--- config.mk ---
export PLATFORM = sky130hd
export DESIGN_NAME = mpcs_ctrl
export DESIGN_NICKNAME = d
export VERILOG_FILES = /design/src/rtl/mpcs_pkg.sv /design/src/rtl/mpcs_ctrl.sv
export VERILOG_INCLUDE_DIRS = /design/src /design/src/rtl
export SDC_FILE = /design/constraint.sdc
export NUM_CORES = 1
export LEC_CHECK = 0
export BUFFER_PORTS_ARGS = -buffer_cell sky130_fd_sc_hd__clkbuf_2
export CORE_AREA = 2 2 39 41
export DETAILED_ROUTE_END_ITERATION = 8
export DIE_AREA = 0 0 41 43
export GPL_ROUTABILITY_DRIVEN = 0
export PLACE_DENSITY_LB_ADDON = 0.15
export SYNTH_ARGS = -nofsm -noshare
export SYNTH_HDL_FRONTEND = slang
export SYNTH_SLANG_ARGS = --single-unit
--- constraint.sdc ---
create_clock -name clk -period 1.1 [get_ports clk]
set_input_delay 0.22 -clock clk [delete_from_list [all_inputs] [get_ports clk]]
set_output_delay 0.22 -clock clk [all_outputs]
set_load 0.01 [all_outputs]
--- src/rtl/markov_pitch_class_sampler_top_defines.svh ---
// Assertion macros for the pitch-class sampler RTL.
// Included by mpcs_ctrl, which checks its own control logic; no other dependencies.
`ifndef MARKOV_PITCH_CLASS_SAMPLER_TOP_DEFINES_SVH
`define MARKOV_PITCH_CLASS_SAMPLER_TOP_DEFINES_SVH
`ifndef SYNTHESIS
`define MPCS_ASSERT(lbl, clk, rst_n, prop) \
	lbl: assert property (@(posedge clk) disable iff (!rst_n) prop) \
		else $error("mpcs assertion failed");
`define MPCS_ASSERT_ANY(lbl, clk, prop) \
	lbl: assert property (@(posedge clk) prop) else $error("mpcs assertion failed");
`else
`define MPCS_ASSERT(lbl, clk, rst_n, prop)
`define MPCS_ASSERT_ANY(lbl, clk, prop)
`endif
`endif

--- src/rtl/mpcs_pkg.sv ---
// Shared types, constants and helpers for the pitch-class sampler.
// No dependencies; imported by every RTL module of the block.
package mpcs_pkg;

	localparam int COUNT_BITS  = 16;
	localparam int NUM_CLASSES = 12;
	localparam int CLASS_BITS  = $clog2(NUM_CLASSES);
	localparam int TBL_DEPTH   = NUM_CLASSES * NUM_CLASSES;
	localparam int ADDR_BITS   = $clog2(TBL_DEPTH);
	localparam int SUM_BITS    = COUNT_BITS + CLASS_BITS;
	localparam int WORD_BITS   = 32;
	localparam int PROD_BITS   = WORD_BITS + SUM_BITS;
	localparam int NOTE_BITS   = 7;
	localparam int OCT_BITS    = 4;

	// reciprocal for note / NUM_CLASSES, exact over all 7-bit notes
	localparam int RECIP_SHIFT = 16;
	localparam int RECIP_BITS  = RECIP_SHIFT + 1;
	localparam int RECIP       = ((1 << RECIP_SHIFT) + NUM_CLASSES - 1) / NUM_CLASSES;

	typedef enum logic [1:0] {
		OP_TRAIN  = 2'd0,
		OP_GEN    = 2'd1,
		OP_GEN_AT = 2'd2,
		OP_SET    = 2'd3
	} opcode_t;

	typedef struct packed {
		opcode_t                opcode;
		logic [NOTE_BITS-1:0]   note;
		logic                   restart;
		logic [WORD_BITS-1:0]   random_word;
	} in_item_t;

	typedef struct packed {
		logic [NOTE_BITS-1:0] next_note;
		logic                 row_empty;
	} out_item_t;

	typedef struct packed {
		logic load_in;
		logic rd_pair;
		logic wr_pair;
		logic set_cur;
		logic clr_row;
		logic rd_row;
		logic mul;
		logic emit;
	} mpcs_cmd_t;

	typedef struct packed {
		opcode_t opcode;
		logic    idx_last;
	} mpcs_sts_t;

	// note mod NUM_CLASSES through a reciprocal multiply
	function automatic logic [CLASS_BITS-1:0] class_of(input logic [NOTE_BITS-1:0] n);
		logic [NOTE_BITS+RECIP_BITS-1:0] p;
		logic [NOTE_BITS-1:0]            q;
		logic [NOTE_BITS-1:0]            r;
		p = (NOTE_BITS+RECIP_BITS)'(n) * (NOTE_BITS+RECIP_BITS)'(RECIP);
		q = p[RECIP_SHIFT +: NOTE_BITS];
		r = n - NOTE_BITS'(q * NOTE_BITS'(NUM_CLASSES));
		return CLASS_BITS'(r);
	endfunction

endpackage

--- src/rtl/mpcs_ctrl.sv ---
// Controller of the pitch-class sampler: sequences train, set and draw operations.
// Depends on mpcs_pkg and the assertion macro header; commands mpcs_dp.
`include "markov_pitch_class_sampler_top_defines.svh"
module mpcs_ctrl import mpcs_pkg::*; (
	input  logic      clk,
	input  logic      arst_n,
	input  logic      in_valid,
	output logic      in_ready,
	output logic      out_valid,
	input  logic      out_ready,
	input  mpcs_sts_t sts,
	output mpcs_cmd_t cmd
);

	typedef enum logic [2:0] {
		ST_IDLE,
		ST_DECODE,
		ST_TRAIN_WR,
		ST_SUM,
		ST_DRAIN,
		ST_MUL,
		ST_EMIT
	} state_t;

	state_t state_q;
	logic   in_ready_q;
	logic   out_valid_q;
	logic   slot_free;

	assign slot_free = !out_valid_q || out_ready;

	always_comb begin
		cmd = '0;
		case (state_q)
			ST_IDLE: begin
				cmd.load_in = in_valid;
			end
			ST_DECODE: begin
				case (sts.opcode)
					OP_TRAIN:  cmd.rd_pair = 1'b1;
					OP_GEN:    cmd.clr_row = 1'b1;
					OP_GEN_AT: begin
						cmd.clr_row = 1'b1;
						cmd.set_cur = 1'b1;
					end
					OP_SET:    cmd.set_cur = 1'b1;
					default:   cmd.set_cur = 1'b0;
				endcase
			end
			ST_TRAIN_WR: cmd.wr_pair = 1'b1;
			ST_SUM:      cmd.rd_row  = 1'b1;
			ST_MUL:      cmd.mul     = 1'b1;
			ST_EMIT:     cmd.emit    = slot_free;
			default:     cmd.emit    = 1'b0;
		endcase
	end

	always_ff @(posedge clk or negedge arst_n) begin
		if (!arst_n) begin
			state_q     <= ST_IDLE;
			in_ready_q  <= 1'b1;
			out_valid_q <= 1'b0;
		end else begin
			if (out_valid_q && out_ready && !cmd.emit) begin
				out_valid_q <= 1'b0;
			end
			case (state_q)
				ST_IDLE: begin
					if (in_valid) begin
						state_q    <= ST_DECODE;
						in_ready_q <= 1'b0;
					end
				end
				ST_DECODE: begin
					case (sts.opcode)
						OP_TRAIN:          state_q <= ST_TRAIN_WR;
						OP_GEN, OP_GEN_AT: state_q <= ST_SUM;
						default: begin
							state_q    <= ST_IDLE;
							in_ready_q <= 1'b1;
						end
					endcase
				end
				ST_TRAIN_WR: begin
					state_q    <= ST_IDLE;
					in_ready_q <= 1'b1;
				end
				ST_SUM: begin
					if (sts.idx_last) begin
						state_q <= ST_DRAIN;
					end
				end
				ST_DRAIN: state_q <= ST_MUL;
				ST_MUL:   state_q <= ST_EMIT;
				ST_EMIT: begin
					if (slot_free) begin
						state_q     <= ST_IDLE;
						in_ready_q  <= 1'b1;
						out_valid_q <= 1'b1;
					end
				end
				default: begin
					state_q    <= ST_IDLE;
					in_ready_q <= 1'b1;
				end
			endcase
		end
	end

	assign in_ready  = in_ready_q;
	assign out_valid = out_valid_q;

	`MPCS_ASSERT(a_ready_idle, clk, arst_n, in_ready_q == (state_q == ST_IDLE))
	`MPCS_ASSERT(a_accept_decode, clk, arst_n, (in_valid && in_ready_q) |=> (state_q == ST_DECODE))
	`MPCS_ASSERT(a_emit_from_emit, clk, arst_n, cmd.emit |-> (state_q == ST_EMIT && slot_free))
	`MPCS_ASSERT(a_sum_ends, clk, arst_n, (state_q == ST_SUM && sts.idx_last) |=> (state_q == ST_DRAIN))

endmodule
==> flow_metrics.tcl <==
set metrics [dict create \
    ys_ff_latch 5 \
    antenna_found_initial 0 \
    yosysUniqueCellTypes 24 \
    ys_async_sr_fraction_pct 100 \
    drt-wirelength-per-cell_um 11.6 \
    critPathBufInv 2 \
    ios 17 \
    core_region_area_um2 1380 \
    synth_top_family_by_area "simple AND/OR/NAND/NOR gates" \
    grt_overflow_total 0 \
    syn2layout_area_growth_pct 63.7 \
    crit_chain "buf_4 -> and3_1 -> clkbuf_2" \
    finalWorstSetupSlack_ns -0.258 \
    clock_latency_ns 0.25 \
    intPower_w 0.00107 \
    grt_pass1_vias 451 \
    nets 89 \
    synth_fa_ha_area_share_pct 11.7 \
    max_freq_mhz 736 \
    drv_cap 0 \
    finClkSkew_ns 0.00727 \
    synth_nets 56 \
    synth_enable_flop_cells 0 \
    finalSetupViolCount 11 \
    final_cell_mix "buf_4 (12), clkbuf_2 (11), ha_1 (4), buf_6 (4)" \
    grt.total_usage_pct 14.7 \
    viasPerCell 4.75 \
    first_pass_iters 3 \
    cts_buffer_depth 2 \
    cts_made_buffers 3 \
    max_slew_margin_pct 80.8 \
    start_kind "register" \
    slew_viol_final 0 \
    post-route-min-period_ns 1.36 \
    cp.required_ns 0.88 \
    status "finished with violations" \
    worstPathMaxFanout 6 \
    drive_gt1_share_pct 64.9 \
    die_w_um 41 \
    pwr-share-comb_pct 62.8 \
    layout_commonest_cell "buf_4" \
    fin_crit_sh_pct 123 \
    crit_path_end_kind "output port" \
    fp.dieH_um 43 \
    hp-class "in2reg" \
    rsz0062_at_grt "true" \
    yosys.area_share.simple_pct 28.4 \
    diodes 0 \
    peakVddDrop_uv 940 \
    post_synth_mux_area_share_pct 2.63 \
    portBuffers 16 \
    yosys_warnings 0 \
    yosys.area.top_type_share_pct 23.4 \
    clock-root-buffer "clkbuf_4" \
    synth-compound-area-share_pct 18.1 \
    yosysSeqAreaShare_pct 29.5 \
    p_per_area_nw_per_um2 2480 \
    cpMaxStageDelayCell "dfrtp_2" \
    drtAntennaViolNets 0 \
    cts_max_level 1 \
    worstPathArrival_ns 1.14 \
    timing_worst_setup_path_type "reg2out" \
    syn_avg_cell_area_um2 9.51 \
    row_count 14 \
    dp_hpwl_um 753 \
    yosys-top-cells-area "dfrtp_1 (23%), ha_1 (12%), nand2b_4 (6.4%)" \
    tightest_slew_ns 0.288 \
    swShare_pct 38.2 \
    grt_start_max_net_pins 9 \
    cts_tree "yes" \
    netlist_instances 45 \
    finalHoldViolations 0 \
    dieArea_um2 1760 \
    critPathMaxStageDelay_ns 0.44 \
    synth_area_leader_cell "dfrtp_1" \
    power.leakage_nw 0.374 \
    p_switching_w 0.000664 \
    seq_power_share_pct 24.5 \
    vias 442 \
    start_util_pct 30.9 \
    critPathTopFamily "flip-flops" \
    drc 0 \
    finalWirelength_um 1080 \
    synth-xor-area-share_pct 0 \
    grt_pass1_wl_um 1780 \
    synth_area_um2 428 \
    fin_setup_tns_ns -2.40 \
    violations "setup timing" \
    drt_iter0_drc 6 \
    cts_num_sinks 5 \
    clkPwrFrac_pct 12.7 \
    ys.flop_type "dfrtp_1" \
    finish.utilization_pct 50.6 \
    clk_pin_slew_ns 0.05 \
]
==> worst paths after layout <==
| check | from | endpoint | slack, ns | cells past startpoint |
|---|---|---|---|---|
| worst max register to register | state_q[1]$_DFFE_PN0P_ | state_q[1]$_DFFE_PN0P_ | -0.25 | 4 |
| min in group asynchronous | arst_n | state_q[1]$_DFFE_PN0P_ | 0.32 | 2 |
| worst min register to register | out_valid$_DFF_PN0_ | out_valid$_DFF_PN0_ | 0.62 | 3 |
| max in group asynchronous | arst_n | in_ready$_DFFE_PN1P_ | 0.56 | 2 |
| worst max-delay path | state_q[0]$_DFFE_PN0P_ | cmd[3] | -0.26 | 3 |
| worst min-delay path | sts[0] | state_q[2]$_DFFE_PN0P_ | 0.26 | 2 |
==> cells in the mapped netlist (all sizes together), types with 2 or more instances <==
master,n
nand2b,4
o21ai,2
a22o,2
and3,2
nor3b,2
nor2,4
dfrtp,4
buf,3
ha,4
inv,3
nor2b,4
==> timing repair <==
item                                    in CTS  in global routing
hold endpoints to repair                     5                  0
gates cloned                                 0                  0
gates resized for setup                     11                 12
buffers inserted                             6                  1
endpoints found under the setup margin      13                 14
pin swaps                                    2                  1
hold buffers                                 1                  0
==> layout make-up <==
cell class | count | area (um2)
Sequential cell | 5 | 130
Tap cell | 16 | 20.0
Clock buffer | 4 | 26.3
Timing Repair Buffer | 31 | 215
Fill cell | 128 | 683
Inverter | 3 | 11.3
Multi-Input combinational cell | 34 | 298
==> flip-flops by register name (all words and copies together), names as in the netlist <==
register and flops:
in_ready 1, state_q 3, out_valid 1
==> per-layer routing <==
layer	track usage [%]	share of wire (%)
met1	17.0	42
met2	24.7	53
met5	0	0
met3	0	3.4
met4	10.0	1.8
==> worst register-to-register path, stage by stage (launching register included) <==
cell and delay [ns]:
dfrtp_2 0.44, buf_4 0.16, buf_4 0.11, mux2_2 0.32, a22o_2 0.20
==> cells by family (layout without fill, tap and decap cells) <==
kind of cell	after synthesis	after routing
and+or+nand+nor	19	19
AOI/OAI and AO/OA	10	10
buffers and inverters	6	38
DFF	5	5
adders and majority gates	4	4
muxes	1	1
==> power groups by stage <==
stage | combinational, W | clock (W) | sequential (W)
2_1_floorplan | 0.000604 | 0 | 0.000350
3_3_place_gp | 0.000747 | 0 | 0.000433
3_5_place_dp | 0.000745 | 0 | 0.000432
4_1_cts | 0.000994 | 0.000222 | 0.000411
5_1_grt | 0.00119 | 0.000238 | 0.000442
6_report | 0.00109 | 0.000221 | 0.000425
==> stage by stage <==
stage	hold slack, ns	cells	setup slack, ns	instance area [um2]	power (W)
final	0.263	93	-0.258	701	0.00174
after global routing	0.273	93	-0.298	701	0.00187
after CTS	0.262	92	-0.256	666	0.00163
after detailed placement	0.0457	81	-0.143	556	0.00118
after global placement	0.0435	81	-0.119	556	0.00118
after floorplan	-0.0756	45	-0.0168	433	0.000953
Note: power is estimated with default switching activity, not from simulation.
