`config.mk`:
```
export PLATFORM = sky130hd
export DESIGN_NAME = mpcs_dp
export DESIGN_NICKNAME = d
export VERILOG_FILES = /design/src/rtl/markov_pitch_class_sampler_top_defines.svh /design/src/rtl/mpcs_pkg.sv /design/src/rtl/mpcs_dp.sv
export SDC_FILE = /design/constraint.sdc
export NUM_CORES = 2
export LEC_CHECK = 0
export BUFFER_PORTS_ARGS = -buffer_cell sky130_fd_sc_hd__buf_2
export CORE_ASPECT_RATIO = 1.5
export CORE_UTILIZATION = 35
export DETAILED_ROUTE_END_ITERATION = 8
export MAX_ROUTING_LAYER = met4
export PLACE_DENSITY_LB_ADDON = 0.1
export SLEW_MARGIN = 20
export SYNTH_ARGS = -nofsm -noshare
export SYNTH_HDL_FRONTEND = slang
export SYNTH_SLANG_ARGS = --single-unit
```
`constraint.sdc`:
```
create_clock -name clk -period 8.9 [get_ports clk]
set_clock_uncertainty 0.15 [all_clocks]
set_input_delay 0.445 -clock clk [delete_from_list [all_inputs] [get_ports clk]]
set_output_delay 0.445 -clock clk [all_outputs]
set_load 0.05 [all_outputs]
```
`src/rtl/markov_pitch_class_sampler_top_defines.svh`:
```
// Assertion macros for the pitch-class sampler RTL.
// Included by mpcs_ctrl, which checks its own control logic; no other dependencies.
`ifndef MARKOV_PITCH_CLASS_SAMPLER_TOP_DEFINES_SVH
`define MARKOV_PITCH_CLASS_SAMPLER_TOP_DEFINES_SVH
`ifndef SYNTHESIS
`define MPCS_ASSERT(lbl, clk, rst_n, prop) \
	lbl: assert property (@(posedge clk) disable iff (!rst_n) prop) \
		else $error("mpcs assertion failed");
`define MPCS_ASSERT_ANY(lbl, clk, prop) \
	lbl: assert property (@(posedge clk) prop) else $error("mpcs assertion failed");
`else
`define MPCS_ASSERT(lbl, clk, rst_n, prop)
`define MPCS_ASSERT_ANY(lbl, clk, prop)
`endif
`endif

```
`src/rtl/mpcs_pkg.sv`:
```
// Shared types, constants and helpers for the pitch-class sampler.
// No dependencies; imported by every RTL module of the block.
package mpcs_pkg;

	localparam int COUNT_BITS  = 16;
	localparam int NUM_CLASSES = 12;
	localparam int CLASS_BITS  = $clog2(NUM_CLASSES);
	localparam int TBL_DEPTH   = NUM_CLASSES * NUM_CLASSES;
	localparam int ADDR_BITS   = $clog2(TBL_DEPTH);
	localparam int SUM_BITS    = COUNT_BITS + CLASS_BITS;
	localparam int WORD_BITS   = 32;
	localparam int PROD_BITS   = WORD_BITS + SUM_BITS;
	localparam int NOTE_BITS   = 7;
	localparam int OCT_BITS    = 4;

	// reciprocal for note / NUM_CLASSES, exact over all 7-bit notes
	localparam int RECIP_SHIFT = 16;
	localparam int RECIP_BITS  = RECIP_SHIFT + 1;
	localparam int RECIP       = ((1 << RECIP_SHIFT) + NUM_CLASSES - 1) / NUM_CLASSES;

	typedef enum logic [1:0] {
		OP_TRAIN  = 2'd0,
		OP_GEN    = 2'd1,
		OP_GEN_AT = 2'd2,
		OP_SET    = 2'd3
	} opcode_t;

	typedef struct packed {
		opcode_t                opcode;
		logic [NOTE_BITS-1:0]   note;
		logic                   restart;
		logic [WORD_BITS-1:0]   random_word;
	} in_item_t;

	typedef struct packed {
		logic [NOTE_BITS-1:0] next_note;
		logic                 row_empty;
	} out_item_t;

	typedef struct packed {
		logic load_in;
		logic rd_pair;
		logic wr_pair;
		logic set_cur;
		logic clr_row;
		logic rd_row;
		logic mul;
		logic emit;
	} mpcs_cmd_t;

	typedef struct packed {
		opcode_t opcode;
		logic    idx_last;
	} mpcs_sts_t;

	// note mod NUM_CLASSES through a reciprocal multiply
	function automatic logic [CLASS_BITS-1:0] class_of(input logic [NOTE_BITS-1:0] n);
		logic [NOTE_BITS+RECIP_BITS-1:0] p;
		logic [NOTE_BITS-1:0]            q;
		logic [NOTE_BITS-1:0]            r;
		p = (NOTE_BITS+RECIP_BITS)'(n) * (NOTE_BITS+RECIP_BITS)'(RECIP);
		q = p[RECIP_SHIFT +: NOTE_BITS];
		r = n - NOTE_BITS'(q * NOTE_BITS'(NUM_CLASSES));
		return CLASS_BITS'(r);
	endfunction

endpackage

```
`src/rtl/mpcs_dp.sv`:
```
// Datapath of the pitch-class sampler: count table, row sum, draw and result register.
// Depends on mpcs_pkg; driven by mpcs_ctrl through mpcs_cmd_t.
module mpcs_dp import mpcs_pkg::*; (
	input  logic                 clk,
	input  logic                 arst_n,
	input  mpcs_cmd_t            cmd,
	output mpcs_sts_t            sts,
	input  in_item_t             in_data,
	input  logic                 cfg_wr,
	input  logic [OCT_BITS-1:0]  cfg_data,
	output out_item_t            out_data
);

	in_item_t              in_q;
	logic [OCT_BITS-1:0]   octave_q;
	logic [CLASS_BITS-1:0] cur_q;
	logic [CLASS_BITS-1:0] prev_q;
	logic [CLASS_BITS-1:0] idx_q;
	logic [CLASS_BITS-1:0] idx_s1;
	logic                  acc_s1;
	logic [SUM_BITS-1:0]   sum_q;
	logic [SUM_BITS-1:0]   pre_q [NUM_CLASSES];
	logic [PROD_BITS-1:0]  prod_q;
	logic                  empty_q;
	out_item_t             out_q;

	logic [COUNT_BITS-1:0] mem [TBL_DEPTH];
	logic [TBL_DEPTH-1:0]  vld_q;
	logic [COUNT_BITS-1:0] rd_s1;
	logic                  rdv_s1;

	logic [CLASS_BITS-1:0] cls;
	logic [CLASS_BITS-1:0] prev_sel;
	logic [ADDR_BITS-1:0]  pair_addr;
	logic [ADDR_BITS-1:0]  row_addr;
	logic [ADDR_BITS-1:0]  rd_addr;
	logic [COUNT_BITS-1:0] rd_val;
	logic [COUNT_BITS-1:0] inc_val;
	logic [SUM_BITS-1:0]   run_sum;
	logic [SUM_BITS-1:0]   hi;
	logic [CLASS_BITS-1:0] pick;
	logic [NOTE_BITS-1:0]  note_out;

	assign cls       = class_of(in_q.note);
	assign prev_sel  = in_q.restart ? '0 : prev_q;
	assign pair_addr = ADDR_BITS'(prev_sel) * ADDR_BITS'(NUM_CLASSES) + ADDR_BITS'(cls);
	assign row_addr  = ADDR_BITS'(cur_q) * ADDR_BITS'(NUM_CLASSES) + ADDR_BITS'(idx_q);
	assign rd_addr   = cmd.rd_pair ? pair_addr : row_addr;

	// never-written entries read as zero
	assign rd_val  = rdv_s1 ? rd_s1 : '0;
	assign inc_val = (rd_val == '1) ? rd_val : rd_val + COUNT_BITS'(1);
	assign run_sum = sum_q + SUM_BITS'(rd_val);

	// scaled draw minus one: first class whose running sum exceeds it wins
	assign hi = prod_q[WORD_BITS +: SUM_BITS];

	always_comb begin
		pick = '0;
		for (int j = NUM_CLASSES - 1; j >= 0; j--) begin
			if (pre_q[j] > hi) begin
				pick = CLASS_BITS'(j);
			end
		end
	end

	assign note_out = NOTE_BITS'(pick) + NOTE_BITS'(octave_q) * NOTE_BITS'(NUM_CLASSES);

	always_ff @(posedge clk) begin
		if (cmd.wr_pair) begin
			mem[pair_addr] <= inc_val;
		end
		rd_s1 <= mem[rd_addr];
	end

	always_ff @(posedge clk or negedge arst_n) begin
		if (!arst_n) begin
			octave_q <= '0;
			cur_q    <= '0;
			prev_q   <= '0;
			acc_s1   <= 1'b0;
			vld_q    <= '0;
			rdv_s1   <= 1'b0;
		end else begin
			if (cfg_wr) begin
				octave_q <= cfg_data;
			end
			if (cmd.emit) begin
				cur_q <= pick;
			end else if (cmd.set_cur) begin
				cur_q <= cls;
			end
			if (cmd.wr_pair) begin
				prev_q           <= cls;
				vld_q[pair_addr] <= 1'b1;
			end
			acc_s1 <= cmd.rd_row;
			rdv_s1 <= vld_q[rd_addr];
		end
	end

	always_ff @(posedge clk) begin
		if (cmd.load_in) begin
			in_q <= in_data;
		end
		if (cmd.clr_row) begin
			idx_q <= '0;
			sum_q <= '0;
		end else begin
			if (cmd.rd_row) begin
				idx_q <= idx_q + CLASS_BITS'(1);
			end
			if (acc_s1) begin
				sum_q         <= run_sum;
				pre_q[idx_s1] <= run_sum;
			end
		end
		idx_s1 <= idx_q;
		if (cmd.mul) begin
			prod_q  <= PROD_BITS'(in_q.random_word) * PROD_BITS'(sum_q);
			empty_q <= (sum_q == '0);
		end
		if (cmd.emit) begin
			out_q.next_note <= note_out;
			out_q.row_empty <= empty_q;
		end
	end

	assign sts.opcode   = in_q.opcode;
	assign sts.idx_last = (idx_q == CLASS_BITS'(NUM_CLASSES - 1));
	assign out_data     = out_q;

endmodule

```
==> results.md <==
* CTS tree: done
* Vias/cell at 5.25
* Outcome: completed
* Clk root buf: clkbuf_16
* TritonCTS Buffers at 294
* Initial antenna violation count at 18
* Die width at 510 um
* Max Cap Viol at 0
* Share of layout cells above drive strength 1 at 19.0%
* Synth Register Bits at 2817
* Die H at 764 um
* CTS Sinks at 2817
* Aggregate global-route resource usage at 22.2%
* CP peak stage delay at 0.78 ns
* GPL Wtd Cong at 0.877
* Setup TNS at 0 ns
* Worst-Margin Slew at 1.13 ns
* PD cells at 349 mW/mm^2
* DRT Wirelength at 415000 um
* Drt wl/cell at 28.8 um
* Crit-path max FO at 36
* CTS clk-pin slew, worst paths at 0.06 ns
* Clock Path Buffers at 4
* Mapped Area at 0.135 mm^2
* Dominant synthesized flop cell: edfxtp_1
* IO Pins at 68
* Dpl hpwl at 278000 um
* Synth warn at 0
* DR iter-0 viols at 5963
* DR DRC count at 0
* DR vias at 75800
* Core area at 0.385 mm^2
* Sequential area share after synthesis at 61.5%
* Post-Synthesis Cells at 8640
* Syn avg cell area at 15.7 um^2
* CP Launch Type: flip-flop
* Fillers at 35100
* F_max at 119 MHz
* Post-layout net count at 10200
* Post-synth cell types at 89
* GRT Residual Overflow at 0
* Leakage at 0.0578 uW
* DIE AREA at 0.390 mm^2
* Worst Setup End Kind: flip-flop
* Largest net degree at the start of global routing at 145
* H-tree lvl count at 5
* RSZ-0062 raised after global routing: no
* # port buffers at 67
* Post-synthesis net count at 9725
* Slew Limit Fails at 0
* Post-synth EDFFs at 2615
* Asr flop ratio synth at 5.61%
* Area growth, synth to finish at 15.9%
* Min-Delay Path Class: primary input to flip-flop
* Fin. Hold Viols at 0
* Via count of the first global-routing pass at 81700
* R2r worst-path depth at 32
* CP required at 9.56 ns
* Period minus WS final at 8.42 ns
* Finish-stage setup viols at 0
* Rows at 279
* Worst-Skew Late Latency at 0.90 ns
* Slew HR at 24.5%
* First-pass detailed-route iteration total at 6
* First-pass GRT wire length at 599000 um
* Worst hold path cell count at 2
* Antenna Violating Nets Remaining at 0
* Slowest CP cell: fa_2
* Cell repeated most along the worst path: xnor2_1
* Fin area at 0.157 mm^2
* Initial Util at 35.2%
* Crit path kind: flip-flop to flip-flop
* Final worst-path cycle share at 94.6%
* Data arrival, critical path at 9.07 ns
* Worst VDD drop at 0.376 mV
* Post-DP Area at 0.147 mm^2
## critical path: cells and delay by family (launching register included)
family                   cells  cell delay, ns
buffers and inverters        7            1.04
multiplexers                 2            0.49
adder cells (fa/ha/maj)      7            2.83
AO/OA/AOI/OAI                7            1.62
XOR/XNOR                     5            0.79
flip-flops                   1            0.47
AND/OR/NAND/NOR              4            0.88
## cell usage in the layout, fill, tap and decap left out, drive strengths merged, types with 79 or more instances in the layout
cell type,Yosys,routed
a21oi,146,146
mux4,597,597
clkinv,0,105
clkbuf,258,368
nand3,179,179
o21bai,138,138
nor2,247,247
fa,553,553
o21ai,79,79
edfxtp,2615,2615
ha,475,475
inv,673,686
buf,205,616
nand2,1084,1084
a21o,87,87
and3,115,115
dfrtp,158,158
and2,323,323
## layer usage
metal	up-vias	GRT usage, %	wire, um
met3	617	2.06	15100
met2	1751	39.8	223000
met5	-	-	0
li1	32900	-	-
met1	40500	25.3	158000
met4	0	8.67	18600
## cells by family after synthesis
family,synth area share [%]
mux,10.4
simple gates,7.40
fa+ha+maj,12.6
xor+xnor,0.452
buf+inv,3.68
compound gates,3.94
flops,61.5
## stage by stage
step / hold slack (ns) / utilization [%] / worst slack, ns / total power (uW) / instances
finish: 0.113 / 40.8 / 0.480 / 54800 / 14400
global route: 0.0828 / 40.8 / 0.0145 / 57700 / 14400
CTS: 0.0297 / 40.8 / 0.172 / 55500 / 14400
detailed placement: 0.236 / 38.1 / 0.234 / 42800 / 13800
global placement: 0.238 / 38.1 / 0.0881 / 42700 / 13800
floorplan: -0.000591 / - / 0.00579 / 31000 / 8640
## cell usage after synthesis, types with 36 or more instances
| cell | count | area (um^2) |
|---|---|---|
| a211oi_1 | 43 | 323 |
| a21o_1 | 87 | 653 |
| a21oi_1 | 145 | 726 |
| a311oi_1 | 76 | 666 |
| a31oi_1 | 78 | 488 |
| and2_1 | 323 | 2020 |
| and3_1 | 114 | 713 |
| buf_2 | 99 | 495 |
| buf_6 | 38 | 428 |
| clkbuf_1 | 245 | 920 |
| dfrtp_1 | 158 | 3950 |
| dfxtp_1 | 44 | 881 |
| edfxtp_1 | 2615 | 78500 |
| fa_1 | 553 | 11100 |
| ha_1 | 475 | 5940 |
| inv_1 | 673 | 2530 |
| mux2i_1 | 41 | 410 |
| mux4_2 | 581 | 13100 |
| nand2_1 | 1084 | 4070 |
| nand3_1 | 177 | 886 |
| nand4_1 | 60 | 375 |
| nor2_1 | 247 | 927 |
| nor2b_1 | 36 | 225 |
| o21ai_0 | 76 | 380 |
| o21bai_1 | 138 | 1040 |
| xnor2_1 | 48 | 420 |
## state kept, by name, indices dropped and copies added (netlist names), 8 cells and up
| register | cells |
|---|---|
| prod_q | 20 |
| mem | 2304 |
| out_data | 8 |
| sum_q | 20 |
| pre_q | 240 |
| rd_s1 | 16 |
| in_q | 40 |
| vld_q | 144 |
## timing repair
item / in CTS / in global routing
hold endpoints to repair: 215 / 0
buffers inserted: 0 / 0
endpoints found under the setup margin: 0 / 3
hold buffers: 58 / 0
gates resized for setup: 0 / 6
## worst paths after layout
path	startpoint	endpoint	slack, ns
worst max-delay path	in_q[36]	rd_s1[7]	0.48
worst min-delay path	in_data[9]	in_q[9]	0.11
worst max register to register	in_q[36]	rd_s1[7]	0.48
worst min register to register	idx_q[3]	idx_s1[3]	0.24
max in group asynchronous	arst_n	vld_q[132]	6.85
min in group asynchronous	arst_n	vld_q[2]	0.23
## report_power, final
| group | internal (uW) | total [uW] | leakage [uW] | switching, uW |
|---|---|---|---|---|
| combinational | 8240 | 24700 | 0.0267 | 16400 |
| sequential | 17200 | 17700 | 0.0264 | 507 |
| clock | 7120 | 12400 | 0.00466 | 5320 |
| total | 32500 | 54800 | 0.0578 | 22200 |
## layout make-up
class	instances	area, um^2	share of cell area [%]
inverter	673	2530	1.61
antenna	11	27.5	0.0175
timing repair buffer	675	7590	4.83
tap	5058	6330	4.03
sequential	2817	83400	53.1
clock buffer	367	8020	5.10
clock inverter	156	1500	0.956
multi-input combinational	4686	47700	30.4
Note: power is estimated with default switching activity, not from simulation.
